<file path="src/sv/small_array_table_engine_assert.svh">
// ----------------------------------------------------------------------------
// small_array_table_engine_assert.svh
// Assertion macros used by the table engine datapath.
// ----------------------------------------------------------------------------
`ifndef SMALL_ARRAY_TABLE_ENGINE_ASSERT_SVH
`define SMALL_ARRAY_TABLE_ENGINE_ASSERT_SVH

// Check a property on every rising clock edge outside of reset.
`define SATE_ASSERT(label, prop, msg) \
   label: assert property (@(posedge clock) disable iff (reset) prop) \
      else $error(msg);

// Check a property on every rising clock edge, reset included.
`define SATE_ASSERT_ALWAYS(label, prop, msg) \
   label: assert property (@(posedge clock) prop) \
      else $error(msg);

`endif

</file>
<file path="src/sv/sate_pkg.sv">
// ----------------------------------------------------------------------------
// sate_pkg
// Sizes, codes and controller/datapath interface types of the table engine.
// ----------------------------------------------------------------------------
`default_nettype none

package sate_pkg;

   // table geometry
   localparam int DEPTH = 8;
   localparam int AW    = (DEPTH > 1) ? $clog2(DEPTH) : 1;
   localparam int CW    = $clog2(DEPTH + 1);

   // field widths
   localparam int DW       = 32;
   localparam int TYPE_W   = 2;
   localparam int POS_W    = 3;
   localparam int STATUS_W = 3;
   localparam int FOUND_W  = 4;
   localparam int PCW      = (POS_W > CW) ? POS_W : CW;

   // stream words
   localparam int REQ_TDATA_W = 40;
   localparam int RSP_TDATA_W = 40;
   localparam int REQ_PAD_W   = REQ_TDATA_W - DW - POS_W;
   localparam int RSP_PAD_W   = RSP_TDATA_W - DW - FOUND_W;

   typedef enum logic [TYPE_W-1:0] {
      REQ_INSERT = 2'd0,
      REQ_DELETE = 2'd1,
      REQ_SORT   = 2'd2,
      REQ_SEARCH = 2'd3
   } req_kind_type;

   typedef enum logic [STATUS_W-1:0] {
      ST_OK        = 3'd0,
      ST_FULL      = 3'd1,
      ST_EMPTY     = 3'd2,
      ST_NOT_FOUND = 3'd3,
      ST_BAD_POS   = 3'd4
   } status_type;

   typedef enum logic [3:0] {
      S_IDLE,
      S_INSERT,
      S_DEL_CHK,
      S_DEL_CAP,
      S_DEL_MOVE,
      S_DEL_DONE,
      S_SRT_START,
      S_SRT_LDI,
      S_SRT_CMP,
      S_SRT_WRI,
      S_SRT_EPRE,
      S_SRT_EMIT,
      S_SCH_START,
      S_SCH_CMP,
      S_SCH_HIT,
      S_SCH_MISS
   } state_type;

   // read address source
   typedef enum logic [2:0] {
      RA_ZERO,
      RA_I,
      RA_I1,
      RA_I2,
      RA_J1,
      RA_POS
   } rd_sel_type;

   // write operation
   typedef enum logic [2:0] {
      WR_NONE,
      WR_APPEND,
      WR_SHIFT,
      WR_SWAP,
      WR_CUR_I
   } wr_op_type;

   typedef enum logic [1:0] {
      I_HOLD,
      I_ZERO,
      I_POS,
      I_INC
   } i_op_type;

   typedef enum logic [1:0] {
      J_HOLD,
      J_I1,
      J_INC
   } j_op_type;

   typedef enum logic [1:0] {
      CUR_HOLD,
      CUR_RD,
      CUR_MIN
   } cur_op_type;

   typedef enum logic [1:0] {
      CNT_HOLD,
      CNT_INC,
      CNT_DEC
   } cnt_op_type;

   typedef enum logic [1:0] {
      ED_ZERO,
      ED_CUR,
      ED_RD
   } emit_data_type;

   // controller to datapath
   typedef struct packed {
      logic          latch;
      rd_sel_type    rd_sel;
      wr_op_type     wr_op;
      i_op_type      i_op;
      j_op_type      j_op;
      cur_op_type    cur_op;
      cnt_op_type    cnt_op;
      logic          emit_en;
      status_type    emit_status;
      emit_data_type emit_data;
      logic          emit_found;
      logic          emit_last_cmp;
   } cmd_type;

   // datapath to controller
   typedef struct packed {
      logic count_zero;
      logic count_gt1;
      logic full;
      logic pos_bad;
      logic i1_lt_count;
      logic i2_lt_count;
      logic j1_lt_count;
      logic match;
      logic out_free;
   } sts_type;

endpackage

`default_nettype wire

</file>
<file path="src/sv/small_array_table_engine.sv">
// ----------------------------------------------------------------------------
// small_array_table_engine
// Small table of signed 32-bit entries with insert, delete, sort and search.
//
// One request word is taken at a time; the next is accepted once the last
// result of the current one is in the output register, so a result may wait
// on rsp_tready while the next request is already being worked on. Delete,
// search and sort are paced by the single registered read port of the entry
// memory, which the sequencer walks one entry per cycle; a sort delivers its
// result words one per cycle while rsp_tready does not stall the output. The
// sort keeps the running minimum in a holding register, so each compare needs
// only one read. Entries beyond the fill count are never used, so the memory
// needs no clearing after reset.
// ----------------------------------------------------------------------------
`default_nettype none

module small_array_table_engine (
   input  logic                              clock,
   input  logic                              reset,
   input  logic                              req_tvalid,
   output logic                              req_tready,
   // req_tdata: item_value[31:0], del_position[34:32], zero pad
   input  logic [sate_pkg::REQ_TDATA_W-1:0]  req_tdata,
   // req_tuser: req_type[1:0]
   input  logic [sate_pkg::TYPE_W-1:0]       req_tuser,
   output logic                              rsp_tvalid,
   input  logic                              rsp_tready,
   // rsp_tdata: data_out[31:0], found_position[35:32], zero pad
   output logic [sate_pkg::RSP_TDATA_W-1:0]  rsp_tdata,
   // rsp_tuser: status[2:0]
   output logic [sate_pkg::STATUS_W-1:0]     rsp_tuser,
   output logic                              rsp_tlast
);

   sate_pkg::cmd_type cmd;
   sate_pkg::sts_type sts;

   // sequencer
   sate_controller u_ctrl (
      .clock      (clock),
      .reset      (reset),
      .req_tvalid (req_tvalid),
      .req_tready (req_tready),
      .req_kind   (req_tuser),
      .sts        (sts),
      .cmd        (cmd)
   );

   // storage and compare
   sate_datapath u_dp (
      .clock      (clock),
      .reset      (reset),
      .req_value  (req_tdata[sate_pkg::DW-1:0]),
      .req_pos    (req_tdata[sate_pkg::DW +: sate_pkg::POS_W]),
      .cmd        (cmd),
      .sts        (sts),
      .rsp_tvalid (rsp_tvalid),
      .rsp_tready (rsp_tready),
      .rsp_tdata  (rsp_tdata),
      .rsp_tuser  (rsp_tuser),
      .rsp_tlast  (rsp_tlast)
   );

endmodule

`default_nettype wire

</file>
<file path="src/sv/sate_datapath.sv">
// ----------------------------------------------------------------------------
// sate_datapath
// Entry memory, fill count, walk indexes, compare logic and result register.
// ----------------------------------------------------------------------------
`default_nettype none
`include "small_array_table_engine_assert.svh"

module sate_datapath (
   input  logic                                clock,
   input  logic                                reset,
   input  logic [sate_pkg::DW-1:0]             req_value,
   input  logic [sate_pkg::POS_W-1:0]          req_pos,
   input  sate_pkg::cmd_type                   cmd,
   output sate_pkg::sts_type                   sts,
   output logic                                rsp_tvalid,
   input  logic                                rsp_tready,
   // rsp_tdata: data_out[31:0], found_position[35:32], zero pad
   output logic [sate_pkg::RSP_TDATA_W-1:0]    rsp_tdata,
   // rsp_tuser: status[2:0]
   output logic [sate_pkg::STATUS_W-1:0]       rsp_tuser,
   output logic                                rsp_tlast
);

   logic [sate_pkg::DW-1:0]       mem [sate_pkg::DEPTH];
   logic signed [sate_pkg::DW-1:0] rd_data_ff;
   logic [sate_pkg::AW-1:0]       rd_addr;
   logic                          wr_en;
   logic [sate_pkg::AW-1:0]       wr_addr;
   logic [sate_pkg::DW-1:0]       wr_data;

   logic [sate_pkg::CW-1:0]       count_ff, count_in;
   logic [sate_pkg::CW-1:0]       i_ff, i_in;
   logic [sate_pkg::CW-1:0]       j_ff, j_in;
   logic signed [sate_pkg::DW-1:0] cur_ff, cur_in;
   logic [sate_pkg::DW-1:0]       value_ff;
   logic [sate_pkg::POS_W-1:0]    pos_ff;

   logic [sate_pkg::CW:0]         i_p1, i_p2, j_p1, count_x;
   logic                          gt;
   logic                          out_free;

   logic                          rsp_valid_ff;
   logic [sate_pkg::STATUS_W-1:0] rsp_status_ff;
   logic [sate_pkg::DW-1:0]       rsp_data_ff;
   logic [sate_pkg::FOUND_W-1:0]  rsp_found_ff;
   logic                          rsp_last_ff;

   // index arithmetic, one bit wider than the count
   assign i_p1    = {1'b0, i_ff} + 1'b1;
   assign i_p2    = {1'b0, i_ff} + 2'd2;
   assign j_p1    = {1'b0, j_ff} + 1'b1;
   assign count_x = {1'b0, count_ff};
   assign gt      = cur_ff > rd_data_ff;
   assign out_free = !rsp_valid_ff || rsp_tready;

   // status to controller
   always_comb begin
      sts.count_zero  = (count_ff == '0);
      sts.count_gt1   = (count_ff > sate_pkg::CW'(1));
      sts.full        = (count_ff == sate_pkg::CW'(sate_pkg::DEPTH));
      sts.pos_bad     = (sate_pkg::PCW'(pos_ff) >= sate_pkg::PCW'(count_ff));
      sts.i1_lt_count = (i_p1 < count_x);
      sts.i2_lt_count = (i_p2 < count_x);
      sts.j1_lt_count = (j_p1 < count_x);
      sts.match       = (rd_data_ff == value_ff);
      sts.out_free    = out_free;
   end

   // select read address
   always_comb begin
      unique case (cmd.rd_sel)
         sate_pkg::RA_I:   rd_addr = i_ff[sate_pkg::AW-1:0];
         sate_pkg::RA_I1:  rd_addr = i_p1[sate_pkg::AW-1:0];
         sate_pkg::RA_I2:  rd_addr = i_p2[sate_pkg::AW-1:0];
         sate_pkg::RA_J1:  rd_addr = j_p1[sate_pkg::AW-1:0];
         sate_pkg::RA_POS: rd_addr = sate_pkg::AW'(pos_ff);
         default:          rd_addr = '0;
      endcase
   end

   // select write port
   always_comb begin
      wr_en   = 1'b0;
      wr_addr = i_ff[sate_pkg::AW-1:0];
      wr_data = cur_ff;
      unique case (cmd.wr_op)
         sate_pkg::WR_APPEND: begin
            wr_en   = 1'b1;
            wr_addr = count_ff[sate_pkg::AW-1:0];
            wr_data = value_ff;
         end
         sate_pkg::WR_SHIFT: begin
            wr_en   = 1'b1;
            wr_data = rd_data_ff;
         end
         sate_pkg::WR_SWAP: begin
            wr_en   = gt;
            wr_addr = j_ff[sate_pkg::AW-1:0];
         end
         sate_pkg::WR_CUR_I: begin
            wr_en   = 1'b1;
         end
         default: begin
            wr_en   = 1'b0;
         end
      endcase
   end

   // entry memory: one write, one registered read
   always_ff @(posedge clock) begin
      if (wr_en) begin
         mem[wr_addr] <= wr_data;
      end
      rd_data_ff <= mem[rd_addr];
   end

   // next values of counters and holding register
   always_comb begin
      unique case (cmd.cnt_op)
         sate_pkg::CNT_INC: count_in = count_ff + 1'b1;
         sate_pkg::CNT_DEC: count_in = count_ff - 1'b1;
         default:           count_in = count_ff;
      endcase
      unique case (cmd.i_op)
         sate_pkg::I_ZERO: i_in = '0;
         sate_pkg::I_POS:  i_in = sate_pkg::CW'(pos_ff);
         sate_pkg::I_INC:  i_in = i_p1[sate_pkg::CW-1:0];
         default:          i_in = i_ff;
      endcase
      unique case (cmd.j_op)
         sate_pkg::J_I1:  j_in = i_p1[sate_pkg::CW-1:0];
         sate_pkg::J_INC: j_in = j_p1[sate_pkg::CW-1:0];
         default:         j_in = j_ff;
      endcase
      unique case (cmd.cur_op)
         sate_pkg::CUR_RD:  cur_in = rd_data_ff;
         sate_pkg::CUR_MIN: cur_in = gt ? rd_data_ff : cur_ff;
         default:           cur_in = cur_ff;
      endcase
   end

   // fill count
   always_ff @(posedge clock) begin
      if (reset) begin
         count_ff <= '0;
      end else begin
         count_ff <= count_in;
      end
   end

   // walk indexes, holding register, request fields
   always_ff @(posedge clock) begin
      i_ff   <= i_in;
      j_ff   <= j_in;
      cur_ff <= cur_in;
      if (cmd.latch) begin
         value_ff <= req_value;
         pos_ff   <= req_pos;
      end
   end

   // result register
   always_ff @(posedge clock) begin
      if (reset) begin
         rsp_valid_ff <= 1'b0;
      end else if (cmd.emit_en) begin
         rsp_valid_ff <= 1'b1;
      end else if (rsp_tready) begin
         rsp_valid_ff <= 1'b0;
      end
   end

   always_ff @(posedge clock) begin
      if (cmd.emit_en) begin
         rsp_status_ff <= cmd.emit_status;
         unique case (cmd.emit_data)
            sate_pkg::ED_CUR: rsp_data_ff <= cur_ff;
            sate_pkg::ED_RD:  rsp_data_ff <= rd_data_ff;
            default:          rsp_data_ff <= '0;
         endcase
         rsp_found_ff <= cmd.emit_found ? sate_pkg::FOUND_W'(i_p1) : '0;
         rsp_last_ff  <= cmd.emit_last_cmp ? !sts.i1_lt_count : 1'b1;
      end
   end

   assign rsp_tvalid = rsp_valid_ff;
   assign rsp_tdata  = {{sate_pkg::RSP_PAD_W{1'b0}}, rsp_found_ff, rsp_data_ff};
   assign rsp_tuser  = rsp_status_ff;
   assign rsp_tlast  = rsp_last_ff;

   `SATE_ASSERT(a_count_in_range, count_ff <= sate_pkg::CW'(sate_pkg::DEPTH), "fill count beyond depth")
   `SATE_ASSERT(a_emit_when_free, cmd.emit_en |-> out_free, "result written over a waiting word")
   `SATE_ASSERT(a_count_steps, (cmd.cnt_op == sate_pkg::CNT_INC) |=> (count_ff == $past(count_ff) + 1'b1), "fill count did not advance")

endmodule

`default_nettype wire

</file>
<file path="src/sv/sate_controller.sv">
// ----------------------------------------------------------------------------
// sate_controller
// Sequencer that walks the table for insert, delete, sort and search.
// ----------------------------------------------------------------------------
`default_nettype none

module sate_controller (
   input  logic                         clock,
   input  logic                         reset,
   input  logic                         req_tvalid,
   output logic                         req_tready,
   input  logic [sate_pkg::TYPE_W-1:0]  req_kind,
   input  sate_pkg::sts_type            sts,
   output sate_pkg::cmd_type            cmd
);

   sate_pkg::state_type state_ff, state_in;

   // state register
   always_ff @(posedge clock) begin
      if (reset) begin
         state_ff <= sate_pkg::S_IDLE;
      end else begin
         state_ff <= state_in;
      end
   end

   // next state and commands
   always_comb begin
      state_in          = state_ff;
      req_tready        = 1'b0;
      cmd.latch         = 1'b0;
      cmd.rd_sel        = sate_pkg::RA_ZERO;
      cmd.wr_op         = sate_pkg::WR_NONE;
      cmd.i_op          = sate_pkg::I_HOLD;
      cmd.j_op          = sate_pkg::J_HOLD;
      cmd.cur_op        = sate_pkg::CUR_HOLD;
      cmd.cnt_op        = sate_pkg::CNT_HOLD;
      cmd.emit_en       = 1'b0;
      cmd.emit_status   = sate_pkg::ST_OK;
      cmd.emit_data     = sate_pkg::ED_ZERO;
      cmd.emit_found    = 1'b0;
      cmd.emit_last_cmp = 1'b0;

      unique case (state_ff)
         // take a request word and dispatch on its kind
         sate_pkg::S_IDLE: begin
            req_tready = 1'b1;
            if (req_tvalid) begin
               cmd.latch = 1'b1;
               unique case (sate_pkg::req_kind_type'(req_kind))
                  sate_pkg::REQ_INSERT: state_in = sate_pkg::S_INSERT;
                  sate_pkg::REQ_DELETE: state_in = sate_pkg::S_DEL_CHK;
                  sate_pkg::REQ_SORT:   state_in = sate_pkg::S_SRT_START;
                  default:              state_in = sate_pkg::S_SCH_START;
               endcase
            end
         end

         // append or report full
         sate_pkg::S_INSERT: begin
            if (sts.out_free) begin
               cmd.emit_en = 1'b1;
               state_in    = sate_pkg::S_IDLE;
               if (sts.full) begin
                  cmd.emit_status = sate_pkg::ST_FULL;
               end else begin
                  cmd.wr_op  = sate_pkg::WR_APPEND;
                  cmd.cnt_op = sate_pkg::CNT_INC;
               end
            end
         end

         // check for an empty table and the position, fetch the victim
         sate_pkg::S_DEL_CHK: begin
            priority if (sts.count_zero) begin
               if (sts.out_free) begin
                  cmd.emit_en     = 1'b1;
                  cmd.emit_status = sate_pkg::ST_EMPTY;
                  state_in        = sate_pkg::S_IDLE;
               end
            end else if (sts.pos_bad) begin
               if (sts.out_free) begin
                  cmd.emit_en     = 1'b1;
                  cmd.emit_status = sate_pkg::ST_BAD_POS;
                  state_in        = sate_pkg::S_IDLE;
               end
            end else begin
               cmd.rd_sel = sate_pkg::RA_POS;
               cmd.i_op   = sate_pkg::I_POS;
               state_in   = sate_pkg::S_DEL_CAP;
            end
         end

         // hold the removed value, start the shift
         sate_pkg::S_DEL_CAP: begin
            cmd.cur_op = sate_pkg::CUR_RD;
            if (sts.i1_lt_count) begin
               cmd.rd_sel = sate_pkg::RA_I1;
               state_in   = sate_pkg::S_DEL_MOVE;
            end else begin
               state_in   = sate_pkg::S_DEL_DONE;
            end
         end

         // move one later entry down per cycle
         sate_pkg::S_DEL_MOVE: begin
            cmd.wr_op  = sate_pkg::WR_SHIFT;
            cmd.i_op   = sate_pkg::I_INC;
            cmd.rd_sel = sate_pkg::RA_I2;
            if (!sts.i2_lt_count) begin
               state_in = sate_pkg::S_DEL_DONE;
            end
         end

         sate_pkg::S_DEL_DONE: begin
            if (sts.out_free) begin
               cmd.emit_en   = 1'b1;
               cmd.emit_data = sate_pkg::ED_CUR;
               cmd.cnt_op    = sate_pkg::CNT_DEC;
               state_in      = sate_pkg::S_IDLE;
            end
         end

         // sort: empty check, fetch first entry
         sate_pkg::S_SRT_START: begin
            cmd.i_op = sate_pkg::I_ZERO;
            priority if (sts.count_zero) begin
               if (sts.out_free) begin
                  cmd.emit_en     = 1'b1;
                  cmd.emit_status = sate_pkg::ST_EMPTY;
                  state_in        = sate_pkg::S_IDLE;
               end
            end else if (sts.count_gt1) begin
               state_in = sate_pkg::S_SRT_LDI;
            end else begin
               state_in = sate_pkg::S_SRT_EPRE;
            end
         end

         // load entry i into the holding register, fetch entry i+1
         sate_pkg::S_SRT_LDI: begin
            cmd.cur_op = sate_pkg::CUR_RD;
            cmd.j_op   = sate_pkg::J_I1;
            cmd.rd_sel = sate_pkg::RA_I1;
            state_in   = sate_pkg::S_SRT_CMP;
         end

         // compare with entry j, swap when greater, fetch j+1
         sate_pkg::S_SRT_CMP: begin
            cmd.wr_op  = sate_pkg::WR_SWAP;
            cmd.cur_op = sate_pkg::CUR_MIN;
            if (sts.j1_lt_count) begin
               cmd.j_op   = sate_pkg::J_INC;
               cmd.rd_sel = sate_pkg::RA_J1;
            end else begin
               state_in   = sate_pkg::S_SRT_WRI;
            end
         end

         // store the minimum back at i, advance the outer pass
         sate_pkg::S_SRT_WRI: begin
            cmd.wr_op = sate_pkg::WR_CUR_I;
            if (sts.i2_lt_count) begin
               cmd.i_op   = sate_pkg::I_INC;
               cmd.rd_sel = sate_pkg::RA_I1;
               state_in   = sate_pkg::S_SRT_LDI;
            end else begin
               state_in   = sate_pkg::S_SRT_EPRE;
            end
         end

         sate_pkg::S_SRT_EPRE: begin
            cmd.i_op   = sate_pkg::I_ZERO;
            cmd.rd_sel = sate_pkg::RA_ZERO;
            state_in   = sate_pkg::S_SRT_EMIT;
         end

         // emit entries in order; re-read on a stall
         sate_pkg::S_SRT_EMIT: begin
            if (sts.out_free) begin
               cmd.emit_en       = 1'b1;
               cmd.emit_data     = sate_pkg::ED_RD;
               cmd.emit_last_cmp = 1'b1;
               if (sts.i1_lt_count) begin
                  cmd.i_op   = sate_pkg::I_INC;
                  cmd.rd_sel = sate_pkg::RA_I1;
               end else begin
                  state_in   = sate_pkg::S_IDLE;
               end
            end else begin
               cmd.rd_sel = sate_pkg::RA_I;
            end
         end

         // search: fetch first entry
         sate_pkg::S_SCH_START: begin
            cmd.i_op = sate_pkg::I_ZERO;
            if (sts.count_zero) begin
               state_in = sate_pkg::S_SCH_MISS;
            end else begin
               state_in = sate_pkg::S_SCH_CMP;
            end
         end

         sate_pkg::S_SCH_CMP: begin
            priority if (sts.match) begin
               state_in = sate_pkg::S_SCH_HIT;
            end else if (sts.i1_lt_count) begin
               cmd.i_op   = sate_pkg::I_INC;
               cmd.rd_sel = sate_pkg::RA_I1;
            end else begin
               state_in   = sate_pkg::S_SCH_MISS;
            end
         end

         sate_pkg::S_SCH_HIT: begin
            if (sts.out_free) begin
               cmd.emit_en    = 1'b1;
               cmd.emit_found = 1'b1;
               state_in       = sate_pkg::S_IDLE;
            end
         end

         sate_pkg::S_SCH_MISS: begin
            if (sts.out_free) begin
               cmd.emit_en     = 1'b1;
               cmd.emit_status = sate_pkg::ST_NOT_FOUND;
               state_in        = sate_pkg::S_IDLE;
            end
         end

         default: begin
            state_in = sate_pkg::S_IDLE;
         end
      endcase
   end

endmodule

`default_nettype wire
</file>
<file path="config.mk">
export PLATFORM = sky130hd
export DESIGN_NAME = small_array_table_engine
export DESIGN_NICKNAME = d
export VERILOG_FILES = /design/src/sv/sate_pkg.sv /design/src/sv/small_array_table_engine.sv /design/src/sv/sate_datapath.sv /design/src/sv/sate_controller.sv
export VERILOG_INCLUDE_DIRS = /design/src /design/src/sv
export SDC_FILE = /design/constraint.sdc
export NUM_CORES = 1
export LEC_CHECK = 0
export BUFFER_PORTS_ARGS = -buffer_cell sky130_fd_sc_hd__buf_4
export CAP_MARGIN = 20
export CORE_ASPECT_RATIO = 1.4
export CORE_MARGIN = 3
export CORE_UTILIZATION = 40
export DETAILED_ROUTE_END_ITERATION = 12
export PLACE_DENSITY = 0.61
export SYNTH_ARGS = -nofsm -noshare
export SYNTH_HDL_FRONTEND = slang
export SYNTH_SLANG_ARGS = --single-unit
</file>
<file path="constraint.sdc">
create_clock -name clock -period 5.4 [get_ports clock]
set_input_delay 1.08 -clock clock [delete_from_list [all_inputs] [get_ports clock]]
set_output_delay 1.08 -clock clock [all_outputs]
set_load 0.02 [all_outputs]
</file>
==> impl_metrics.tcl <==
set metrics [dict create \
    via_per_inst 5.818 \
    power_mw 14.01 \
    cp.arrival_ns 4.88 \
    gp_congestion 0.8812 \
    p_sw_share_pct 38.99 \
    top_layer "met4" \
    drv_slew 0 \
    regToRegSetupSlack_ns 0.94 \
    core_um2 44290 \
    wl_met1_um 19360 \
    num_io_pins 92 \
    timing.hold.ws_ns 0.5080 \
    remaining_drc_errors 0 \
    power_frac_clock_pct 19.1 \
    power_frac_comb_pct 41.9 \
    post_cts_buffers 0 \
    synthCells 1328 \
    die_width_um 185.4 \
    yosysWarnings 0 \
    drt_wl_total_um 48430 \
    grt_pass1_wl_um 71860 \
    maxSlewHeadroom_pct 42.52 \
    cts_tree "yes" \
    synth_edf_count 371 \
    die_area_um2 47680 \
    path_class "flip-flop to flip-flop" \
    firstDrtPassIters 5 \
    wl_met2_um 23960 \
    numCtsBuffers 40 \
    startpoint "u_dp.i_ff[1]" \
    synthTopCellsByArea "edfxtp_1, dfxtp_1, ha_1, a21oi_1, nor2_1" \
    crit_buf_inv 2 \
    min_period_over_period_pct 82.54 \
    dp_hpwl_um 30860 \
    netlist.area_leader.share_pct 61.81 \
    skew_ns 0.01840 \
    synth_flop_cell "edfxtp_1" \
    period_minus_slack_ns 4.457 \
    clock-sinks 412 \
    power_switching_mw 5.464 \
    ys_types 63 \
    grt_max_degree 43 \
    htreeDepth 2 \
    track_usage_pct 20.01 \
    ys_seq_area_share_pct 66.37 \
    tightest_slew_ns 0.8575 \
    wl_per_cell_um 24.16 \
    synth_seq_cells 412 \
    vdd_drop_max_uv 304.7 \
    syn_area_per_cell_um2 13.57 \
    clock_latency_ns 0.55 \
    hp-start "u_dp.rd_data_ff[8]" \
    syn2layout_area_growth_pct 15.84 \
    vias 11665 \
    status "complete, no violations" \
    synth_top_cell_by_area "edfxtp_1" \
    crit_path_start_kind "flip-flop" \
    start_util_pct 40.69 \
    drtIter0Drc 986 \
    drive_gt1_share_pct 16.17 \
    nNetsFinal 1518 \
    r2r-start "u_dp.i_ff[1]" \
    maxClockFrequency_ghz 0.2244 \
    clk_pin_slew_ns 0.06 \
    finalHoldViolCount 0 \
    grt_pass1_vias 11727 \
    path_max_fanout 36 \
    hold_class "flip-flop to flip-flop" \
    syn-cell-area_um2 18020 \
    critPathCaptureType "flip-flop" \
    cp_cell_sequence "ha_1, xnor2_1, inv_1, ha_1, a21oi_1, o21ai_1, a21oi_1, o211ai_2, nand3_2, a221o_2, buf_12, mux2_1, a22o_1, a211o_1" \
    wl_met3_um 2600 \
    gr-total-overflow 0 \
    powerDensity_nw_per_um2 671.1 \
    portBuffers 82 \
    cp_slowest_cell "edfxtp_1" \
    cts_hold_buf 0 \
    setup_viol 0 \
    chipHeight_um 257.2 \
    slowest_delay_ns 0.52 \
    p_leak_nw 7.445 \
    ant_nets 0 \
    cts_buffer_depth 3 \
    drv_cap 0 \
    ctsResizeCount 0 \
    root_buffer "clkbuf_16" \
    power_frac_seq_pct 39.0 \
    p_int_mw 8.548 \
    worstPathRequired_ns 5.82 \
    tns_ns 0 \
    n_antenna_cell 0 \
    rsz0062_at_grt "false" \
    rows 91 \
    antenna_found_initial 0 \
    async_flop_share_pct 0 \
    cpLargestDelayFamily "compound AO/OA/AOI/OAI gates" \
]
## registers in the layout (all words and copies together), names as in the netlist
signal / count
u_dp.mem: 256
u_dp.cur_ff: 32
u_dp.rd_data_ff: 32
u_dp.rsp_data_ff: 32
u_dp.value_ff: 32
u_ctrl.state_ff: 4
u_dp.count_ff: 4
u_dp.i_ff: 4
u_dp.j_ff: 4
u_dp.rsp_found_ff: 4
u_dp.pos_ff: 3
u_dp.rsp_tuser: 3
u_dp.rsp_tlast: 1
u_dp.rsp_tvalid: 1
## cell families (layout without fill, tap and decap cells)
logic type	count (synthesis)	after routing	synth area share, %
buffers and inverters	127	243	2.957
xor gates and xnor gates	41	41	1.992
AOI/OAI and AO/OA	397	397	15.79
DFF	412	412	66.37
muxes	37	37	2.284
and+or+nand+nor	256	256	6.637
other	1	4	0.02081
adders and majority gates	57	57	3.957
## power by group through the flow
| stage | Clock (mW) | Combinational, mW | Sequential, mW |
|---|---|---|---|
| 3_3_place_gp | 0 | 5.69 | 5.50 |
| 6_report | 2.67 | 5.88 | 5.46 |
| 4_1_cts | 2.72 | 5.84 | 5.47 |
| 5_1_grt | 2.83 | 6.36 | 5.53 |
| 2_1_floorplan | 0 | 3.58 | 5.49 |
| 3_5_place_dp | 0 | 5.80 | 5.53 |
## cell usage in the layout, fill, tap and decap left out, types with 6 or more instances in the layout
master and count:
edfxtp_1 371, buf_4 109, nor2_1 92, a21oi_1 87, nand2_1 67, o21ai_0 56, ha_1 55, inv_1 50
clkbuf_16 41, dfxtp_1 41, o21a_1 38, xor2_1 37, a22oi_1 35, a211o_1 34, a221o_1 33, a22o_1 33
o2bb2ai_1 31, mux2_2 17, mux2_1 16, nor3_1 13, nand4_1 13, clkbuf_1 12, nor4_1 11, a21o_1 11
nand3_1 9, nand2b_1 8, buf_12 8, clkinv_2 7, nor2b_1 6, clkbuf_8 6
## metal layers
metal  track usage [%]  vias to the layer above
li1                  -                     5288
met1             25.29                     5804
met2             34.09                      451
met3             2.319                      122
met4             9.552                        0
met5                 0                        -
## metrics by stage
stage / utilization [%] / worst slack [ns] / std cells / cell area [µm²]
5_1_grt: 47.14 / 0.7140 / 2005 / 20880
4_1_cts: 47.02 / 0.9667 / 2003 / 20820
6_report: 47.14 / 0.9430 / 2005 / 20880
3_5_place_dp: 44.20 / 0.9879 / 1929 / 19580
2_1_floorplan: - / 0.6889 / 1331 / 18060
3_3_place_gp: 44.15 / 1.022 / 1928 / 19560
## worst paths after layout
| check | end | cells past startpoint |
|---|---|---|
| hold reg to reg | u_dp.cur_ff[8] | 0 |
| setup / recovery | u_dp.rd_data_ff[18] | 14 |
| setup reg to reg | u_dp.rd_data_ff[18] | 14 |
| hold / removal | u_dp.cur_ff[8] | 0 |
## cell usage after synthesis, types with 4 or more instances
| master | number |
|---|---|
| xor2_1 | 37 |
| a21o_1 | 11 |
| buf_4 | 6 |
| inv_1 | 50 |
| nand3_1 | 10 |
| nand2_1 | 67 |
| a211o_1 | 34 |
| mux2_2 | 17 |
| ha_1 | 57 |
| or3_1 | 5 |
| nor4_1 | 11 |
| dfxtp_1 | 41 |
| nor3_1 | 15 |
| clkbuf_1 | 52 |
| nand4_1 | 13 |
| o21ai_0 | 57 |
| nor2b_1 | 6 |
| a21oi_1 | 87 |
| mux2i_1 | 4 |
| nand2b_1 | 8 |
| xnor2_1 | 4 |
| a221o_1 | 34 |
| o2bb2ai_1 | 31 |
| mux2_1 | 16 |
| o21a_1 | 38 |
| edfxtp_1 | 371 |
| a22oi_1 | 35 |
| or2_2 | 4 |
| and3_1 | 5 |
| o22ai_1 | 5 |
| a311oi_1 | 4 |
| a22o_1 | 33 |
| a31oi_1 | 6 |
| buf_2 | 15 |
| and2_1 | 4 |
| nor2_1 | 96 |
## area by class of cell
| type | count | area [µm²] |
|---|---|---|
| clock inverter | 15 | 93.84 |
| fill | 3863 | 23410 |
| timing repair buffer | 119 | 1033 |
| tap | 558 | 698.2 |
| multi-input combinational | 792 | 5751 |
| sequential | 412 | 11960 |
| clock buffer | 59 | 1154 |
| inverter | 50 | 187.7 |
No activity file was read; power rests on OpenSTA's default activity.
